## src/hdl/lss_pkg.sv

```systemverilog
package lss_pkg;

    localparam int CAPACITY   = 64;
    localparam int DATA_WIDTH = 32;
    localparam int IDX_W      = (CAPACITY > 1) ? $clog2(CAPACITY) : 1;
    localparam int CNT_W      = $clog2(CAPACITY + 1);

    localparam logic [1:0] KIND_INSERT = 2'd0;
    localparam logic [1:0] KIND_SEARCH = 2'd1;
    localparam logic [1:0] KIND_CLEAR  = 2'd2;

    localparam logic [1:0] MODE_LINEAR = 2'd0;
    localparam logic [1:0] MODE_SORTED = 2'd1;
    localparam logic [1:0] MODE_BINARY = 2'd2;

    localparam logic [2:0] REG_SEARCH_MODE = 3'd0;

    typedef logic [DATA_WIDTH-1:0] t_data;
    typedef logic [IDX_W-1:0]      t_idx;
    typedef logic [CNT_W-1:0]      t_cnt;
    typedef logic signed [CNT_W:0] t_sidx;

    typedef struct packed {
        logic load;
        logic scan;
        logic bin_rd;
        logic bin_cmp;
        logic commit;
    } t_cmd;

    typedef struct packed {
        logic hit;
        logic stop;
        logic exhausted;
        logic bin_open;
        logic bin_eq;
    } t_stat;

    function automatic t_data to_store(logic [31:0] v);
        logic [63:0] z;
        z = {32'd0, v};
        return z[DATA_WIDTH-1:0];
    endfunction

    function automatic logic [31:0] widen(t_data x);
        logic [63:0] e;
        e = 64'($signed(x));
        return e[31:0];
    endfunction

    function automatic logic lt_signed(t_data a, t_data b);
        return $signed(a) < $signed(b);
    endfunction

    function automatic logic [5:0] pos_field(t_idx p);
        logic [63:0] z;
        z = 64'(p);
        return z[5:0];
    endfunction

    function automatic logic [6:0] cnt_field(t_cnt c);
        logic [63:0] z;
        z = 64'(c);
        return z[6:0];
    endfunction

endpackage

```

## src/hdl/lss_item_if.sv

```systemverilog
interface lss_item_if;
    import lss_pkg::*;

    logic              valid;
    logic              ready;
    logic [1:0]        kind;
    logic signed [31:0] value;

    modport source (output valid, output kind, output value, input ready);
    modport sink   (input valid, input kind, input value, output ready);
endinterface

```

## src/hdl/lss_res_if.sv

```systemverilog
interface lss_res_if;
    import lss_pkg::*;

    logic               valid;
    logic               ready;
    logic               found;
    logic [5:0]         position;
    logic [6:0]         count;
    logic               full_drop;
    logic signed [31:0] largest;
    logic signed [31:0] smallest;
    logic signed [31:0] total;
    logic signed [31:0] product;

    modport source (output valid, output found, output position, output count,
                    output full_drop, output largest, output smallest, output total,
                    output product, input ready);
    modport sink   (input valid, input found, input position, input count,
                    input full_drop, input largest, input smallest, input total,
                    input product, output ready);
endinterface

```

## src/hdl/lss_ctrl.sv

```systemverilog
module lss_ctrl (
    input  logic          i_clk,
    input  logic          i_rst_n,
    input  logic          i_in_valid,
    output logic          o_in_ready,
    input  logic [1:0]    i_kind,
    input  logic [1:0]    i_search_mode,
    output logic          o_out_valid,
    input  logic          i_out_ready,
    input  lss_pkg::t_stat i_stat,
    output lss_pkg::t_cmd  o_cmd
);
    import lss_pkg::*;

    localparam logic [2:0] S_IDLE = 3'd0;
    localparam logic [2:0] S_MUL  = 3'd1;
    localparam logic [2:0] S_SCAN = 3'd2;
    localparam logic [2:0] S_BRD  = 3'd3;
    localparam logic [2:0] S_BCMP = 3'd4;
    localparam logic [2:0] S_FIN  = 3'd5;

    logic [2:0] r_state, n_state;
    logic       r_out_vld, n_out_vld;
    logic       slot_free;

    assign slot_free   = !r_out_vld || i_out_ready;
    assign o_in_ready  = (r_state == S_IDLE);
    assign o_out_valid = r_out_vld;

    always_comb begin
        n_state = r_state;
        o_cmd   = '0;
        case (r_state)
            S_IDLE: begin
                if (i_in_valid) begin
                    o_cmd.load = 1'b1;
                    case (i_kind)
                        KIND_INSERT: n_state = S_MUL;
                        KIND_SEARCH: n_state = (i_search_mode == MODE_BINARY) ? S_BRD : S_SCAN;
                        default:     n_state = S_FIN;
                    endcase
                end
            end
            S_MUL: begin
                n_state = S_FIN;
            end
            S_SCAN: begin
                o_cmd.scan = 1'b1;
                if (i_stat.hit || i_stat.stop || i_stat.exhausted) begin
                    n_state = S_FIN;
                end
            end
            S_BRD: begin
                if (i_stat.bin_open) begin
                    o_cmd.bin_rd = 1'b1;
                    n_state      = S_BCMP;
                end else begin
                    n_state = S_FIN;
                end
            end
            S_BCMP: begin
                o_cmd.bin_cmp = 1'b1;
                n_state       = i_stat.bin_eq ? S_FIN : S_BRD;
            end
            S_FIN: begin
                if (slot_free) begin
                    o_cmd.commit = 1'b1;
                    n_state      = S_IDLE;
                end
            end
            default: begin
                n_state = S_IDLE;
            end
        endcase
    end

    always_comb begin
        n_out_vld = r_out_vld;
        if (o_cmd.commit) begin
            n_out_vld = 1'b1;
        end else if (i_out_ready) begin
            n_out_vld = 1'b0;
        end
    end

    always_ff @(posedge i_clk) begin
        if (!i_rst_n) begin
            r_state   <= S_IDLE;
            r_out_vld <= 1'b0;
        end else begin
            r_state   <= n_state;
            r_out_vld <= n_out_vld;
        end
    end

    a_commit_valid: assert property (@(posedge i_clk) disable iff (!i_rst_n)
        o_cmd.commit |=> o_out_valid)
        else $error("result not presented after commit");

    a_commit_slot: assert property (@(posedge i_clk) disable iff (!i_rst_n)
        o_cmd.commit |-> (!r_out_vld || i_out_ready))
        else $error("commit overwrites a pending result");

    a_accept_busy: assert property (@(posedge i_clk) disable iff (!i_rst_n)
        (i_in_valid && o_in_ready) |=> (r_state != S_IDLE))
        else $error("accepted item left no work");

endmodule

```

## src/hdl/lss_datapath.sv

```systemverilog
module lss_datapath (
    input  logic               i_clk,
    input  logic               i_rst_n,
    input  lss_pkg::t_cmd      i_cmd,
    output lss_pkg::t_stat     o_stat,
    input  logic [1:0]         i_search_mode,
    input  logic [1:0]         i_kind,
    input  logic [31:0]        i_value,
    output logic               o_found,
    output logic [5:0]         o_position,
    output logic [6:0]         o_count,
    output logic               o_full_drop,
    output logic [31:0]        o_largest,
    output logic [31:0]        o_smallest,
    output logic [31:0]        o_total,
    output logic [31:0]        o_product
);
    import lss_pkg::*;

    t_data mem [CAPACITY];

    t_cnt  r_count, n_count;
    t_data r_max, n_max;
    t_data r_min, n_min;
    t_data r_sum, n_sum;
    t_data r_product, n_product;
    logic  r_rd_vld;

    logic [1:0] r_kind;
    t_data      r_key;
    t_data      r_mul;
    t_data      r_rdata;
    t_cnt       r_idx;
    t_idx       r_cmp_idx;
    t_sidx      r_lo;
    t_sidx      r_hi;
    t_idx       r_mid;
    logic       r_found;
    t_idx       r_pos;

    logic       r_o_found;
    logic [5:0] r_o_position;
    logic [6:0] r_o_count;
    logic       r_o_full_drop;
    logic [31:0] r_o_largest;
    logic [31:0] r_o_smallest;
    logic [31:0] r_o_total;
    logic [31:0] r_o_product;

    logic       key_eq;
    logic       scan_issue;
    logic       rd_en;
    t_idx       rd_addr;
    t_sidx      mid_sum;
    t_idx       mid;
    logic       is_ins;
    logic       is_full;
    logic       do_ins;
    logic       n_drop;

    assign key_eq     = (r_rdata == r_key);
    assign scan_issue = i_cmd.scan && (r_idx < r_count);
    assign mid_sum    = r_lo + r_hi;
    assign mid        = mid_sum[IDX_W:1];
    assign rd_en      = scan_issue || i_cmd.bin_rd;
    assign rd_addr    = i_cmd.bin_rd ? mid : r_idx[IDX_W-1:0];

    assign o_stat.hit       = r_rd_vld && key_eq;
    assign o_stat.stop      = r_rd_vld && (i_search_mode == MODE_SORTED) &&
                              lt_signed(r_key, r_rdata);
    assign o_stat.exhausted = !r_rd_vld && (r_idx >= r_count);
    assign o_stat.bin_open  = (r_lo <= r_hi);
    assign o_stat.bin_eq    = key_eq;

    assign is_ins  = (r_kind == KIND_INSERT);
    assign is_full = (r_count >= t_cnt'(CAPACITY));
    assign do_ins  = is_ins && !is_full;
    assign n_drop  = is_ins && is_full;

    always_comb begin
        n_count   = r_count;
        n_max     = r_max;
        n_min     = r_min;
        n_sum     = r_sum;
        n_product = r_product;
        if (do_ins) begin
            n_count   = r_count + t_cnt'(1);
            n_sum     = r_sum + r_key;
            n_product = r_mul;
            if (r_count == '0) begin
                n_max = r_key;
                n_min = r_key;
            end else begin
                if (lt_signed(r_max, r_key)) begin
                    n_max = r_key;
                end
                if (lt_signed(r_key, r_min)) begin
                    n_min = r_key;
                end
            end
        end else if (r_kind == KIND_CLEAR) begin
            n_count   = '0;
            n_max     = '0;
            n_min     = '0;
            n_sum     = '0;
            n_product = t_data'(1);
        end
    end

    always_ff @(posedge i_clk) begin
        if (rd_en) begin
            r_rdata <= mem[rd_addr];
        end
        if (i_cmd.commit && do_ins) begin
            mem[r_count[IDX_W-1:0]] <= r_key;
        end
    end

    always_ff @(posedge i_clk) begin
        if (!i_rst_n) begin
            r_count   <= '0;
            r_max     <= '0;
            r_min     <= '0;
            r_sum     <= '0;
            r_product <= t_data'(1);
            r_rd_vld  <= 1'b0;
        end else begin
            r_rd_vld <= scan_issue;
            if (i_cmd.commit) begin
                r_count   <= n_count;
                r_max     <= n_max;
                r_min     <= n_min;
                r_sum     <= n_sum;
                r_product <= n_product;
            end
        end
    end

    always_ff @(posedge i_clk) begin
        r_mul <= r_product * r_key;
        if (i_cmd.load) begin
            r_kind  <= i_kind;
            r_key   <= to_store(i_value);
            r_idx   <= '0;
            r_lo    <= '0;
            r_hi    <= t_sidx'(r_count) - t_sidx'(1);
            r_found <= 1'b0;
            r_pos   <= '0;
        end
        if (scan_issue) begin
            r_idx     <= r_idx + t_cnt'(1);
            r_cmp_idx <= r_idx[IDX_W-1:0];
        end
        if (i_cmd.scan && o_stat.hit) begin
            r_found <= 1'b1;
            r_pos   <= r_cmp_idx;
        end
        if (i_cmd.bin_rd) begin
            r_mid <= mid;
        end
        if (i_cmd.bin_cmp) begin
            if (key_eq) begin
                r_found <= 1'b1;
                r_pos   <= r_mid;
            end else if (lt_signed(r_rdata, r_key)) begin
                r_lo <= t_sidx'(r_mid) + t_sidx'(1);
            end else begin
                r_hi <= t_sidx'(r_mid) - t_sidx'(1);
            end
        end
        if (i_cmd.commit) begin
            r_o_found     <= (r_kind == KIND_SEARCH) && r_found;
            r_o_position  <= (r_kind == KIND_SEARCH) ? pos_field(r_pos) : 6'd0;
            r_o_count     <= cnt_field(n_count);
            r_o_full_drop <= n_drop;
            r_o_largest   <= (n_count != '0) ? widen(n_max) : 32'd0;
            r_o_smallest  <= (n_count != '0) ? widen(n_min) : 32'd0;
            r_o_total     <= widen(n_sum);
            r_o_product   <= widen(n_product);
        end
    end

    assign o_found     = r_o_found;
    assign o_position  = r_o_position;
    assign o_count     = r_o_count;
    assign o_full_drop = r_o_full_drop;
    assign o_largest   = r_o_largest;
    assign o_smallest  = r_o_smallest;
    assign o_total     = r_o_total;
    assign o_product   = r_o_product;

    a_count_bound: assert property (@(posedge i_clk) disable iff (!i_rst_n)
        r_count <= t_cnt'(CAPACITY))
        else $error("fill count beyond capacity");

    a_scan_in_range: assert property (@(posedge i_clk) disable iff (!i_rst_n)
        scan_issue |-> (t_cnt'(rd_addr) < r_count))
        else $error("scan reads beyond fill count");

    a_bin_open: assert property (@(posedge i_clk) disable iff (!i_rst_n)
        i_cmd.bin_rd |-> (r_lo >= 0 && r_hi < t_sidx'(r_count)))
        else $error("binary probe outside held range");

endmodule

```

## src/hdl/list_store_with_search_core.sv

```systemverilog
// Insert passes through S_MUL before S_FIN; clear and unused kinds go straight to S_FIN.
// Linear search (modes 0, 1, 3): one store read per cycle, reading no further than the fill count.
// Binary search (mode 2): each probe is a store read (S_BRD) followed by a compare (S_BCMP).
// One item is in work at a time; the next transfer is taken once the result is registered.
// Reset (synchronous, active low) clears count, statistics, product to one and mode to 0;
// store contents stay undefined and are never read beyond the count.
module list_store_with_search_core (
    input  logic        i_clk,
    input  logic        i_rst_n,
    lss_item_if.sink    i_in,
    lss_res_if.source   o_out,
    input  logic        psel,
    input  logic        penable,
    input  logic        pwrite,
    input  logic [2:0]  paddr,
    input  logic [31:0] pwdata,
    output logic [31:0] prdata,
    output logic        pready
);
    import lss_pkg::*;

    logic [1:0] r_search_mode;
    t_cmd       cmd;
    t_stat      stat;
    logic       in_ready;
    logic       out_valid;
    logic       reg_sel;

    assign pready  = 1'b1;
    assign reg_sel = ({paddr[2], 2'b00} == REG_SEARCH_MODE);
    assign prdata  = reg_sel ? {30'd0, r_search_mode} : 32'd0;

    always_ff @(posedge i_clk) begin
        if (!i_rst_n) begin
            r_search_mode <= MODE_LINEAR;
        end else if (psel && penable && pwrite && pready && reg_sel) begin
            r_search_mode <= pwdata[1:0];
        end
    end

    assign i_in.ready  = in_ready;
    assign o_out.valid = out_valid;

    lss_ctrl u_ctrl (
        .i_clk         (i_clk),
        .i_rst_n       (i_rst_n),
        .i_in_valid    (i_in.valid),
        .o_in_ready    (in_ready),
        .i_kind        (i_in.kind),
        .i_search_mode (r_search_mode),
        .o_out_valid   (out_valid),
        .i_out_ready   (o_out.ready),
        .i_stat        (stat),
        .o_cmd         (cmd)
    );

    lss_datapath u_datapath (
        .i_clk         (i_clk),
        .i_rst_n       (i_rst_n),
        .i_cmd         (cmd),
        .o_stat        (stat),
        .i_search_mode (r_search_mode),
        .i_kind        (i_in.kind),
        .i_value       (i_in.value),
        .o_found       (o_out.found),
        .o_position    (o_out.position),
        .o_count       (o_out.count),
        .o_full_drop   (o_out.full_drop),
        .o_largest     (o_out.largest),
        .o_smallest    (o_out.smallest),
        .o_total       (o_out.total),
        .o_product     (o_out.product)
    );

endmodule

```

## src/flat_wrapper.sv

```systemverilog
// flat-port wrapper written by rule: the top's interface ports become plain ports
module list_store_with_search_core_flat import lss_pkg::*;
  (i_clk, i_rst_n, psel, penable, pwrite, paddr, pwdata, prdata, pready, i_in_valid, i_in_kind, i_in_value, i_in_ready, o_out_valid, o_out_found, o_out_position, o_out_count, o_out_full_drop, o_out_largest, o_out_smallest, o_out_total, o_out_product, o_out_ready);
  lss_item_if i_in_i ();
  lss_res_if o_out_i ();
  input  logic i_clk;
  input  logic i_rst_n;
  input  logic psel;
  input  logic penable;
  input  logic pwrite;
  input  logic [2:0] paddr;
  input  logic [31:0] pwdata;
  output logic [31:0] prdata;
  output logic pready;
  input wire logic [$bits(i_in_i.valid)-1:0] i_in_valid;
  input wire logic [$bits(i_in_i.kind)-1:0] i_in_kind;
  input wire logic [$bits(i_in_i.value)-1:0] i_in_value;
  output wire logic [$bits(i_in_i.ready)-1:0] i_in_ready;
  output wire logic [$bits(o_out_i.valid)-1:0] o_out_valid;
  output wire logic [$bits(o_out_i.found)-1:0] o_out_found;
  output wire logic [$bits(o_out_i.position)-1:0] o_out_position;
  output wire logic [$bits(o_out_i.count)-1:0] o_out_count;
  output wire logic [$bits(o_out_i.full_drop)-1:0] o_out_full_drop;
  output wire logic [$bits(o_out_i.largest)-1:0] o_out_largest;
  output wire logic [$bits(o_out_i.smallest)-1:0] o_out_smallest;
  output wire logic [$bits(o_out_i.total)-1:0] o_out_total;
  output wire logic [$bits(o_out_i.product)-1:0] o_out_product;
  input wire logic [$bits(o_out_i.ready)-1:0] o_out_ready;
  assign i_in_i.valid = i_in_valid;
  assign i_in_i.kind = i_in_kind;
  assign i_in_i.value = i_in_value;
  assign i_in_ready = i_in_i.ready;
  assign o_out_valid = o_out_i.valid;
  assign o_out_found = o_out_i.found;
  assign o_out_position = o_out_i.position;
  assign o_out_count = o_out_i.count;
  assign o_out_full_drop = o_out_i.full_drop;
  assign o_out_largest = o_out_i.largest;
  assign o_out_smallest = o_out_i.smallest;
  assign o_out_total = o_out_i.total;
  assign o_out_product = o_out_i.product;
  assign o_out_i.ready = o_out_ready;
  list_store_with_search_core u_core (.i_clk(i_clk), .i_rst_n(i_rst_n), .i_in(i_in_i), .o_out(o_out_i), .psel(psel), .penable(penable), .pwrite(pwrite), .paddr(paddr), .pwdata(pwdata), .prdata(prdata), .pready(pready));
endmodule
```

## config.mk

```make
export PLATFORM = sky130hd
export DESIGN_NAME = list_store_with_search_core_flat
export DESIGN_NICKNAME = d
export VERILOG_FILES = /design/src/hdl/lss_pkg.sv /design/src/hdl/lss_item_if.sv /design/src/hdl/lss_res_if.sv /design/src/hdl/lss_ctrl.sv /design/src/hdl/lss_datapath.sv /design/src/hdl/list_store_with_search_core.sv /design/src/flat_wrapper.sv
export SDC_FILE = /design/constraint.sdc
export NUM_CORES = 2
export LEC_CHECK = 0
export BUFFER_PORTS_ARGS = -buffer_cell sky130_fd_sc_hd__buf_2
export CORE_MARGIN = 2
export CORE_UTILIZATION = 30
export DETAILED_ROUTE_END_ITERATION = 8
export SYNTH_ARGS = -nofsm -noshare
export SYNTH_HDL_FRONTEND = slang
export SYNTH_HIERARCHICAL = 1
export SYNTH_SLANG_ARGS = --single-unit
```

## constraint.sdc

```tcl
create_clock -name i_clk -period 8.8 [get_ports i_clk]
set_clock_uncertainty 0.2 [all_clocks]
set_input_delay 1.76 -clock i_clk [delete_from_list [all_inputs] [get_ports i_clk]]
set_output_delay 1.76 -clock i_clk [all_outputs]
set_load 0.01 [all_outputs]
```

==> results.sh <==
export IMPL_grt_pass1_vias=73477
export IMPL_cpLargestDelayFamily="adder cells"
export IMPL_cts_buffer_depth=4
export IMPL_route_detailed_drc=0
export IMPL_rows=229
export IMPL_rsz0062_at_grt="no"
export IMPL_synth_ff_type="edfxtp_1"
export IMPL_gp_congestion=0.875
export IMPL_synthArstFlopShare=0
export IMPL_grt_total_usage=0.174
export IMPL_p_per_area_nw_per_um2=278
export IMPL_h_tree_depth=5
export IMPL_portBuffers=190
export IMPL_final_cell_mix="edfxtp_1 (2,276), nand2_1 (1,134), and2_1 (712)"
export IMPL_drt_total_wl_um=355000
export IMPL_r2r_slack_ns=0.49
export IMPL_yosysTopAreaCellShare=0.584
export IMPL_finalCritPeriodShare=0.945
export IMPL_status="finished clean"
export IMPL_ant_nets=0
export IMPL_dp_slack_ns=0.573
export IMPL_synth_area_leaders="edfxtp_1 (58%), fa_1 (7.0%), and2_1 (3.8%)"
export IMPL_synth_edff_count=2276
export IMPL_reg2reg_from="u_core/u_datapath/r_key[15]"
export IMPL_reg2reg_depth=21
export IMPL_cts_sinks=2473
export IMPL_syn_to_final_growth_pct=14.7
export IMPL_grt_pass1_wl_um=508000
export IMPL_endpoint_kind="flop"
export IMPL_setup_ws_ns=0.486
export IMPL_start_util=0.301
export IMPL_synth_xor_area_frac=0.00980
export IMPL_p_int_mw=24.4
export IMPL_finalCriticalPeriod_ns=8.31
export IMPL_hold_depth=2
export IMPL_maxSlewHeadroom=0.0117
export IMPL_dr_first_iter_drc_count=7592
export IMPL_stdcell_count=14366
export IMPL_comb_power_share=0.324
export IMPL_hpwl_um=225000
export IMPL_syn_cell_area_um2=117000
export IMPL_synthAdderAreaFrac=0.0995
export IMPL_dieArea_um2=395000
export IMPL_cts_buffers_inserted=274
export IMPL_synth_compound_area_frac=0.0891
export IMPL_timing_fmax_mhz=120
export IMPL_synth_top_family_by_area="simple AND/OR/NAND/NOR gates"
export IMPL_final_common_cell="edfxtp_1"
export IMPL_cts_setup_buffers=0
export IMPL_ys_seq_elements=2473
export IMPL_vdd_drop_max_mv=0.233
export IMPL_synthMuxAreaShare=0.0456
export IMPL_cpMostUsedCell="fa_1"
export IMPL_first_pass_iters=6
export IMPL_multiInputGateArea_um2=41200
export IMPL_die_h_um=629
export IMPL_setup_viol=0
export IMPL_seq_power_share=0.376
export IMPL_r2r_end="u_core/u_datapath/r_mul[31]"
export IMPL_nets=9696
export IMPL_startpoint_type="flop"
export IMPL_path_cells="and2_1, fa_1, fa_1, inv_1, fa_1, fa_1, fa_1, inv_1, fa_1, fa_1, fa_1, ha_1, a21oi_1, o21ai_0, a21oi_1, o22ai_1, nor3_1, o21bai_1, a21oi_1, o21ai_0, xnor2_1"
export IMPL_path_buf_inv=2
export IMPL_drive_gt1_frac=0.127
export IMPL_dr_total_vias=74266
export IMPL_drv_cap=0
export IMPL_p_sw_mw=13.0
export IMPL_hold_viol_final=0
export IMPL_core_um2=389000
export IMPL_cts_clk_slew_worst_paths_ns=0.06
export IMPL_cts_resized=0
export IMPL_path_class="reg -> reg"
export IMPL_hold_path_class="reg -> reg"
export IMPL_p_leak_nw=48.1
export IMPL_yosysUniqueCellTypes=83
export IMPL_io_pins=254
export IMPL_netSwitchingFraction=0.347
export IMPL_fillerInstances=37020
export IMPL_path_max_fanout=25
export IMPL_hold_end="u_core/u_datapath/r_product[5]"
export IMPL_regArea_um2=72300
export IMPL_p_clk_frac=0.300
export IMPL_synth_cells=8744
export IMPL_antenna_found_initial=46
export IMPL_yosysTopAreaCell="edfxtp_1"
export IMPL_slowest_delay_ns=1.30
export IMPL_grt_max_degree=159
export IMPL_die_w_um=629
export IMPL_cts_tree="done"
export IMPL_cp_data_required_time_ns=9.37
export IMPL_ys_warn_count=6
export IMPL_yosys_area_share_simple=0.102
export IMPL_ys_seq_area_frac=0.617
export IMPL_critPathSlowestCell="edfxtp_1"
export IMPL_syn_area_per_cell_um2=13.4
export IMPL_dp_cells=13856
export IMPL_via_per_inst=5.17
export IMPL_wire_per_inst_um=24.7
export IMPL_grt_ovfl_total=0
export IMPL_tightest_slew_ns=1.48
export IMPL_clk_latency_ns=0.91
export IMPL_clockRootBuffer="clkbuf_16"
export IMPL_ctsHoldBuffers=0
export IMPL_hp_start="u_core/u_datapath/r_mul[5]"
export IMPL_hold_ws_ns=0.285
export IMPL_maxSlewViolCount=0
export IMPL_arrival_ns=8.88
export IMPL_fin_tns_setup_ns=0
export IMPL_power_mw=37.4
[logic make-up after synthesis]
family	Yosys count
compound gates	1413
xor+xnor	131
fa+ha+maj	685
buf+inv	1095
flops	2473
mux	513
other cells	2
simple gates	2432
[flip-flops by register name, indices dropped and copies added (netlist names), 7 cells and up]
signal	flops
u_core/u_datapath/mem	2048
u_core/u_datapath/o_count	7
u_core/u_datapath/o_largest	32
u_core/u_datapath/o_product	32
u_core/u_datapath/o_smallest	32
u_core/u_datapath/o_total	32
u_core/u_datapath/r_count	7
u_core/u_datapath/r_hi	8
u_core/u_datapath/r_idx	7
u_core/u_datapath/r_key	32
u_core/u_datapath/r_lo	8
u_core/u_datapath/r_max	32
u_core/u_datapath/r_min	32
u_core/u_datapath/r_mul	32
u_core/u_datapath/r_product	32
u_core/u_datapath/r_rdata	32
u_core/u_datapath/r_sum	32
[power by group through the flow]
stage          sequential, mW  combinational [mW]  clock, mW
6_report                 14.1                12.1       11.2
5_1_grt                  14.1                13.1       11.9
4_1_cts                  14.1                12.0       11.4
3_5_place_dp             14.3                11.9          0
3_3_place_gp             14.3                11.7          0
2_1_floorplan            14.4                7.49          0
[layout make-up]
class	count	share of cell area
clock buffer	335	0.0545
tap	5197	0.0484
antenna	20	0.000373
timing repair buffer	485	0.0267
multi-input combinational	5205	0.307
clock inverter	155	0.0108
sequential	2473	0.538
inverter	496	0.0139
[through the flow]
step | utilization | area [um2]
6_report | 0.345 | 134000
5_1_grt | 0.345 | 134000
4_1_cts | 0.345 | 134000
3_5_place_dp | 0.323 | 125000
3_3_place_gp | 0.323 | 125000
2_1_floorplan | - | 117000
[metal layers]
| metal | vias up | wire [um] | share of wire | global-route usage |
|---|---|---|---|---|
| met5 | - | 86 | 0.00024 | 0 |
| met4 | 14 | 18800 | 0.053 | 0.0836 |
| met3 | 672 | 28800 | 0.081 | 0.0310 |
| met2 | 3156 | 163000 | 0.46 | 0.279 |
| met1 | 38101 | 145000 | 0.41 | 0.227 |
| li1 | 32323 | - | - | - |
[cells in the mapped netlist, types with 95 or more instances]
master and instances:
a211oi_1 396, and3_1 145, a221oi_1 129, nand2_1 1136, ha_1 275, mux2_2 164
o32ai_1 128, a22o_1 136, dfxtp_1 197, xnor2_1 95, nor2_1 181, inv_1 494
a21oi_1 103, mux2i_1 349, a31oi_1 269, clkbuf_1 492, and2_1 713, edfxtp_1 2276
fa_1 410
[worst max path at each step]
| stage | startpoint | to | slack [ns] | cells after the start |
|---|---|---|---|---|
| 2_1_floorplan | u_core/u_datapath/r_key[7] | u_core/u_datapath/r_mul[30] | 0.86 | 24 |
| 3_3_place_gp | u_core/u_datapath/r_key[2] | u_core/u_datapath/r_mul[31] | 0.57 | 22 |
| 3_5_place_dp | u_core/u_datapath/r_key[2] | u_core/u_datapath/r_mul[31] | 0.57 | 22 |
| 4_1_cts | u_core/u_datapath/r_key[2] | u_core/u_datapath/r_mul[31] | 0.60 | 22 |
| 5_1_grt | u_core/u_datapath/r_key[15] | u_core/u_datapath/r_mul[31] | 0.24 | 21 |
| 6_report | u_core/u_datapath/r_key[15] | u_core/u_datapath/r_mul[31] | 0.49 | 21 |
[worst min-delay path: stages (launching register included)]
cell      delay, ns
dfxtp_1        0.30
nand2_1        0.07
a311oi_1       0.08
Power figures use the tool's default switching activity.
